[config.mk]
export PLATFORM = sky130hd
export DESIGN_NAME = chs_ctrl
export DESIGN_NICKNAME = d
export VERILOG_FILES = /design/src/sv/chs_pkg.sv /design/src/sv/chs_ctrl.sv
export SDC_FILE = /design/constraint.sdc
export NUM_CORES = 1
export LEC_CHECK = 0
export BUFFER_PORTS_ARGS = -buffer_cell sky130_fd_sc_hd__buf_4
export CAP_MARGIN = 15
export CELL_PAD_IN_SITES_DETAIL_PLACEMENT = 1
export CELL_PAD_IN_SITES_GLOBAL_PLACEMENT = 1
export CORE_ASPECT_RATIO = 0.7
export CORE_MARGIN = 2
export CORE_UTILIZATION = 37
export CTS_BUF_LIST = sky130_fd_sc_hd__clkbuf_4
export CTS_CLUSTER_SIZE = 28
export DETAILED_ROUTE_END_ITERATION = 8
export GPL_TIMING_DRIVEN = 0
export PLACE_DENSITY = 0.91
export SETUP_SLACK_MARGIN = 0.05
export SYNTH_ARGS = -nofsm -noshare
export SYNTH_HDL_FRONTEND = slang
export SYNTH_SLANG_ARGS = --single-unit
[constraint.sdc]
create_clock -name clk -period 2.87 [get_ports clk]
set_clock_uncertainty 0.15 [all_clocks]
set_input_delay 0 -clock clk [delete_from_list [all_inputs] [get_ports clk]]
set_output_delay 0 -clock clk [all_outputs]
set_load 0.01 [all_outputs]
[src/sv/chs_pkg.sv]
// shared types and constants for the coupon hash set
package chs_pkg;

    localparam logic [1:0] REQ_INSERT = 2'd0;
    localparam logic [1:0] REQ_READ   = 2'd1;
    localparam logic [1:0] REQ_CLEAR  = 2'd2;

    localparam logic [2:0] ST_INSERTED = 3'd0;
    localparam logic [2:0] ST_DUP      = 3'd1;
    localparam logic [2:0] ST_PROMOTE  = 3'd2;
    localparam logic [2:0] ST_IGNORED  = 3'd3;
    localparam logic [2:0] ST_SLOT     = 3'd4;

    localparam logic [1:0] CFG_LG_SKETCH = 2'd0;
    localparam logic [1:0] CFG_GROW_NUM  = 2'd1;
    localparam logic [1:0] CFG_GROW_DEN  = 2'd2;
    localparam logic [1:0] CFG_START_LG  = 2'd3;

    localparam logic [4:0] LG_SKETCH_RST = 5'd13;
    localparam logic [3:0] GROW_NUM_RST  = 4'd3;
    localparam logic [3:0] GROW_DEN_RST  = 4'd4;
    localparam logic [3:0] START_LG_RST  = 4'd5;

    localparam logic [4:0] LIMIT_OFFSET = 5'd3;
    localparam logic [25:0] KEY_MASK    = 26'h3FFFFFF;

    typedef enum logic [3:0] {
        S_CLEAR,
        S_IDLE,
        S_DISPATCH,
        S_P_RD,
        S_P_CHK,
        S_G_CHK,
        S_SCAN_RD,
        S_SCAN_CHK,
        S_SLOT_RD,
        S_SLOT_CHK,
        S_OUT
    } state_t;

    typedef enum logic [1:0] {
        RD_PROBE,
        RD_SCAN,
        RD_SLOT
    } rd_src_t;

    typedef enum logic {
        CLR_START,
        CLR_GROW
    } clr_mode_t;

    typedef struct packed {
        logic       in_ready;
        logic       clr_init;
        clr_mode_t  clr_mode;
        logic       clr_step;
        logic       probe_init_ins;
        logic       probe_init_rh;
        logic       probe_step;
        logic       probe_write;
        logic       count_inc;
        logic       scan_init;
        logic       scan_step;
        logic       grow_commit;
        logic       promote_set;
        rd_src_t    rd_src;
        logic       slot_ld;
        logic       out_load;
        logic [2:0] status_code;
    } cmd_t;

    typedef struct packed {
        logic       in_valid;
        logic [1:0] req_type;
        logic       coupon_zero;
        logic       promoted;
        logic       rd_zero;
        logic       rd_match;
        logic       probe_wrap;
        logic       clr_last;
        logic       scan_last;
        logic       grow_need;
        logic       at_limit;
        logic       out_free;
    } stat_t;

endpackage

[src/sv/chs_ctrl.sv]
// controller state machine for the coupon hash set
module chs_ctrl (
    input  logic           clk,
    input  logic           rst_n,
    input  chs_pkg::stat_t stat,
    output chs_pkg::cmd_t  cmd
);

    chs_pkg::state_t state_reg, state_next;
    chs_pkg::state_t ret_reg, ret_next;
    logic [2:0]      status_reg, status_next;
    logic            grow_reg, grow_next;

    always_ff @(posedge clk or negedge rst_n)
    begin
        if (!rst_n)
        begin
            state_reg  <= chs_pkg::S_CLEAR;
            ret_reg    <= chs_pkg::S_IDLE;
            status_reg <= chs_pkg::ST_IGNORED;
            grow_reg   <= 1'b0;
        end
        else
        begin
            state_reg  <= state_next;
            ret_reg    <= ret_next;
            status_reg <= status_next;
            grow_reg   <= grow_next;
        end
    end

    always_comb
    begin
        cmd         = '0;
        cmd.rd_src  = chs_pkg::RD_PROBE;
        cmd.status_code = status_reg;
        state_next  = state_reg;
        ret_next    = ret_reg;
        status_next = status_reg;
        grow_next   = grow_reg;
        case (state_reg)
            chs_pkg::S_CLEAR:
            begin
                cmd.clr_step = 1'b1;
                if (stat.clr_last)
                begin
                    state_next = ret_reg;
                end
            end
            chs_pkg::S_IDLE:
            begin
                cmd.in_ready = 1'b1;
                if (stat.in_valid)
                begin
                    state_next = chs_pkg::S_DISPATCH;
                end
            end
            chs_pkg::S_DISPATCH:
            begin
                case (stat.req_type)
                    chs_pkg::REQ_INSERT:
                    begin
                        if (stat.coupon_zero || stat.promoted)
                        begin
                            status_next = chs_pkg::ST_IGNORED;
                            state_next  = chs_pkg::S_OUT;
                        end
                        else
                        begin
                            cmd.probe_init_ins = 1'b1;
                            state_next = chs_pkg::S_P_RD;
                        end
                    end
                    chs_pkg::REQ_READ:
                    begin
                        state_next = chs_pkg::S_SLOT_RD;
                    end
                    chs_pkg::REQ_CLEAR:
                    begin
                        cmd.clr_init = 1'b1;
                        cmd.clr_mode = chs_pkg::CLR_START;
                        ret_next     = chs_pkg::S_OUT;
                        status_next  = chs_pkg::ST_SLOT;
                        state_next   = chs_pkg::S_CLEAR;
                    end
                    default:
                    begin
                        status_next = chs_pkg::ST_IGNORED;
                        state_next  = chs_pkg::S_OUT;
                    end
                endcase
            end
            chs_pkg::S_P_RD:
            begin
                cmd.rd_src = chs_pkg::RD_PROBE;
                state_next = chs_pkg::S_P_CHK;
            end
            chs_pkg::S_P_CHK:
            begin
                if (!grow_reg)
                begin
                    if (stat.rd_zero)
                    begin
                        cmd.probe_write = 1'b1;
                        cmd.count_inc   = 1'b1;
                        state_next = chs_pkg::S_G_CHK;
                    end
                    else if (stat.rd_match)
                    begin
                        status_next = chs_pkg::ST_DUP;
                        state_next  = chs_pkg::S_OUT;
                    end
                    else if (stat.probe_wrap)
                    begin
                        status_next = chs_pkg::ST_IGNORED;
                        state_next  = chs_pkg::S_OUT;
                    end
                    else
                    begin
                        cmd.probe_step = 1'b1;
                        state_next = chs_pkg::S_P_RD;
                    end
                end
                else if (!stat.rd_zero && !stat.rd_match && !stat.probe_wrap)
                begin
                    cmd.probe_step = 1'b1;
                    state_next = chs_pkg::S_P_RD;
                end
                else
                begin
                    cmd.probe_write = stat.rd_zero;
                    if (stat.scan_last)
                    begin
                        cmd.grow_commit = 1'b1;
                        status_next = chs_pkg::ST_INSERTED;
                        state_next  = chs_pkg::S_OUT;
                    end
                    else
                    begin
                        cmd.scan_step = 1'b1;
                        state_next = chs_pkg::S_SCAN_RD;
                    end
                end
            end
            chs_pkg::S_G_CHK:
            begin
                if (stat.grow_need && stat.at_limit)
                begin
                    cmd.promote_set = 1'b1;
                    status_next = chs_pkg::ST_PROMOTE;
                    state_next  = chs_pkg::S_OUT;
                end
                else if (stat.grow_need)
                begin
                    cmd.clr_init  = 1'b1;
                    cmd.clr_mode  = chs_pkg::CLR_GROW;
                    cmd.scan_init = 1'b1;
                    grow_next  = 1'b1;
                    ret_next   = chs_pkg::S_SCAN_RD;
                    state_next = chs_pkg::S_CLEAR;
                end
                else
                begin
                    status_next = chs_pkg::ST_INSERTED;
                    state_next  = chs_pkg::S_OUT;
                end
            end
            chs_pkg::S_SCAN_RD:
            begin
                cmd.rd_src = chs_pkg::RD_SCAN;
                state_next = chs_pkg::S_SCAN_CHK;
            end
            chs_pkg::S_SCAN_CHK:
            begin
                if (!stat.rd_zero)
                begin
                    cmd.probe_init_rh = 1'b1;
                    state_next = chs_pkg::S_P_RD;
                end
                else if (stat.scan_last)
                begin
                    cmd.grow_commit = 1'b1;
                    status_next = chs_pkg::ST_INSERTED;
                    state_next  = chs_pkg::S_OUT;
                end
                else
                begin
                    cmd.scan_step = 1'b1;
                    state_next = chs_pkg::S_SCAN_RD;
                end
            end
            chs_pkg::S_SLOT_RD:
            begin
                cmd.rd_src = chs_pkg::RD_SLOT;
                state_next = chs_pkg::S_SLOT_CHK;
            end
            chs_pkg::S_SLOT_CHK:
            begin
                cmd.slot_ld = 1'b1;
                status_next = chs_pkg::ST_SLOT;
                state_next  = chs_pkg::S_OUT;
            end
            chs_pkg::S_OUT:
            begin
                if (stat.out_free)
                begin
                    cmd.out_load = 1'b1;
                    grow_next  = 1'b0;
                    state_next = chs_pkg::S_IDLE;
                end
            end
            default:
            begin
                state_next = chs_pkg::S_IDLE;
            end
        endcase
    end

endmodule

==> key figures <==
Synth
  • Synth cell count leaders: a21oi_1, nor2_1, dfrtp_1, inv_1, nor3_1
  • Post-Syn Area: between 1000 and 1500 µm²
  • FF+latch count, synth: 12
  • Post-Synth Simple-Gate Area: 0.298
  • Synth Area in XOR/XNOR: 0.00848
  • Synth top area cells: dfrtp_1, dfstp_2, a21oi_1
  • Ys async rst share: 1.00
  • Synth Area in Compound Gates: 0.264
  • Largest family of logic cells by synthesized area: simple AND/OR/NAND/NOR gates
  • Synthesized instance count: around 130
  • Area share of the largest cell type after synthesis: 0.218
  • Post-Syn Nets: 151
  • Avg Inst Size Synth: 7.82 µm²
  • Post-synth EDFFs: 0
  • Synth Flop Type: dfrtp_1
  • Seq/Total Area, Yosys: 0.295
  • Warnings from Yosys: 0
  • Synth Area in Adders: 0.0485
  • Netlist cell types: 45
  • Yosys top cell by area: dfrtp_1
  • Mux share of post-synthesis cell area: 0.0109

Placement
  • Port bufs: 33
  • DP Area: 1320 µm²
  • Gp weighted congestion: 0.853
  • Hpwl dp: 2680 µm

Floorplan
  • Die area: 3230 µm²
  • Row cnt: 15
  • IO Count: 35
  • Die width: 67.1 µm
  • Core ar.: 2550 µm²
  • Initial Utilization: 0.404
  • Die Span Y: approximately 48 µm

Timing
  • RSZ-0062 raised after global routing: false
  • Final Hold Viols: 0
  • Fmax: around 400 MHz
  • Rel. slew slack: 0.678
  • Final worst path period need: 2.44 ns
  • Setup Viol. Count Final: 0
  • Setup TNS: 0 ns
  • Worst slew pin tran: roughly 0.48 ns
  • Final Cycle Share: 0.851
  • Max-slew violation count: 0

Power and ir drop
  • PD cells: ~900 nW/µm²
  • Lkg Pwr: 0.653 nW
  • Max IR drop VDD: 0.450 mV

Clocking
  • Worst-Skew Late Latency: about 0.29 ns
  • Num CTS Buffers: 3
  • # Post-CTS Setup Buffers: 0
  • Hold Buf Count CTS: 5
  • H-Tree Level Count: 1
  • Clock sinks: 12
  • Worst-path clk slew: ~0.09 ns
  • Clock root cell: clkbuf_4
  • Post-CTS Resized: 0
  • CTS tree: done
  • Clock buffer depth: 2

Worst setup path
  • CP startpoint kind: register
  • Crit. End Element: register
  • Worst EP arrival: 2.50 ns
  • RR Startpoint: state_reg[2]
  • CP Launch Point: state_reg[2]
  • Register-to-register setup slack: between 0.4 and 0.5 ns
  • Crit Path Category: reg2reg
  • CP Max Fanout: 9
  • Worst Path Required: between 2 and 3 ns

Cells and area
  • Multi-input gate area: about 650 µm²
  • Register area: approximately 300 µm²
  • Final Net Count: 194
  • Layout cells sized above 1: 0.259
  • ANT cells: 0
  • Design area: 1400 µm²
  • Area grow syn2layout: 35.9%
  • Fill count: 340

Route
  • Avg WL per Cell: 16.9 µm
  • DRT Pass-1 Iters: 4
  • Drt total wl: 3520 µm
  • DRC: 0
  • Via Count: 1196
  • Vias per cell: 5.75
  • ANT nets after route: 0
  • Detailed router's first-iteration violation count: 72

GRT
  • Initial antenna violation count: 0
  • Pin count of the biggest net entering global routing: 11
  • GRT Residual Overflow: 0
  • First-pass GRT wire length: between 5000 and 6000 µm
  • Global Route Usage Sum: 0.240
  • Vias in the first global route: ~1100

Worst hold path
  • Hold_sp: stat[4]
  • Min-Delay Path Class: in2reg

Run
  • Max Cap Viol: 0

Outcome
  • Status: completed
-- cells by family after synthesis --
family,Yosys count
multiplexers,1
XOR/XNOR,1
adder cells (fa/ha/maj),4
AND/OR/NAND/NOR,56
flip-flops,12
AO/OA/AOI/OAI,39
buffers and inverters,19
-- cells in the final DEF, fill, tap and decap left out, types with 2 or more instances in the layout --
| cell | n |
|---|---|
| inv_1 | 9 |
| dfstp_2 | 3 |
| nor3_1 | 9 |
| or3_1 | 2 |
| nand2_1 | 7 |
| nor4_1 | 3 |
| and3_1 | 3 |
| o21a_1 | 2 |
| clkbuf_4 | 4 |
| buf_4 | 34 |
| nor2_1 | 12 |
| dlygate4sd3_1 | 5 |
| o21ai_0 | 5 |
| nand2b_1 | 5 |
| ha_1 | 4 |
| dfrtp_1 | 9 |
| nor2b_1 | 5 |
| clkbuf_1 | 7 |
| buf_2 | 2 |
| a21oi_1 | 12 |
| and2_1 | 3 |
| a31oi_1 | 2 |
| a2bb2oi_1 | 2 |
| o32ai_1 | 2 |
-- critical path, stage by stage, from the launching register on --
cell and delay, ns:
dfrtp_1 0.35, buf_2 0.17, nand2b_1 0.08, clkbuf_1 0.38, nor2_1 0.15, nand2_1 0.16
inv_1 0.14, a311o_1 0.36, or2_1 0.25, a21o_1 0.18
-- layer usage --
metal / vias to the layer above / share of wire / global-route usage
met4: 0 / 0.0082 / 0.0490
li1: 563 / - / -
met2: 48 / 0.48 / 0.426
met1: 580 / 0.44 / 0.308
met3: 5 / 0.069 / 0.0554
met5: - / 0 / 0
-- worst paths after layout --
| path | end | cells after the start |
|---|---|---|
| worst min-delay path | state_reg[0] | 4 |
| max in group asynchronous | state_reg[3] | 3 |
| worst max register to register | status_reg[1] | 9 |
| worst max-delay path | status_reg[1] | 9 |
| min in group asynchronous | ret_reg[0] | 2 |
| worst min register to register | ret_reg[1] | 1 |
-- per-stage QoR --
stage | total power (W) | instances | setup WS [ns] | util | hold slack, ns
2_1_floorplan | 0.000875 | 132 | 0.637 | - | -0.446
3_3_place_gp | 0.00111 | 199 | 0.499 | 0.518 | -0.302
3_5_place_dp | 0.00114 | 199 | 0.463 | 0.518 | -0.297
4_1_cts | 0.00128 | 208 | 0.454 | 0.550 | 0.00285
5_1_grt | 0.00141 | 208 | 0.318 | 0.550 | 0.0434
6_report | 0.00130 | 208 | 0.428 | 0.550 | 0.0235
-- report_power, final --
group          switching [W]  leakage (nW)  internal, W
combinational       0.000493         0.494     0.000376
sequential         0.0000550         0.141     0.000248
clock              0.0000608        0.0184    0.0000635
-- area by class of cell --
cell class | count | area share
multi-input combinational | 101 | 0.464
sequential | 12 | 0.217
timing repair buffer | 38 | 0.212
buffer | 10 | 0.0312
tap | 34 | 0.0303
inverter | 9 | 0.0241
clock buffer | 4 | 0.0214
(Power assumes the default switching activity.)
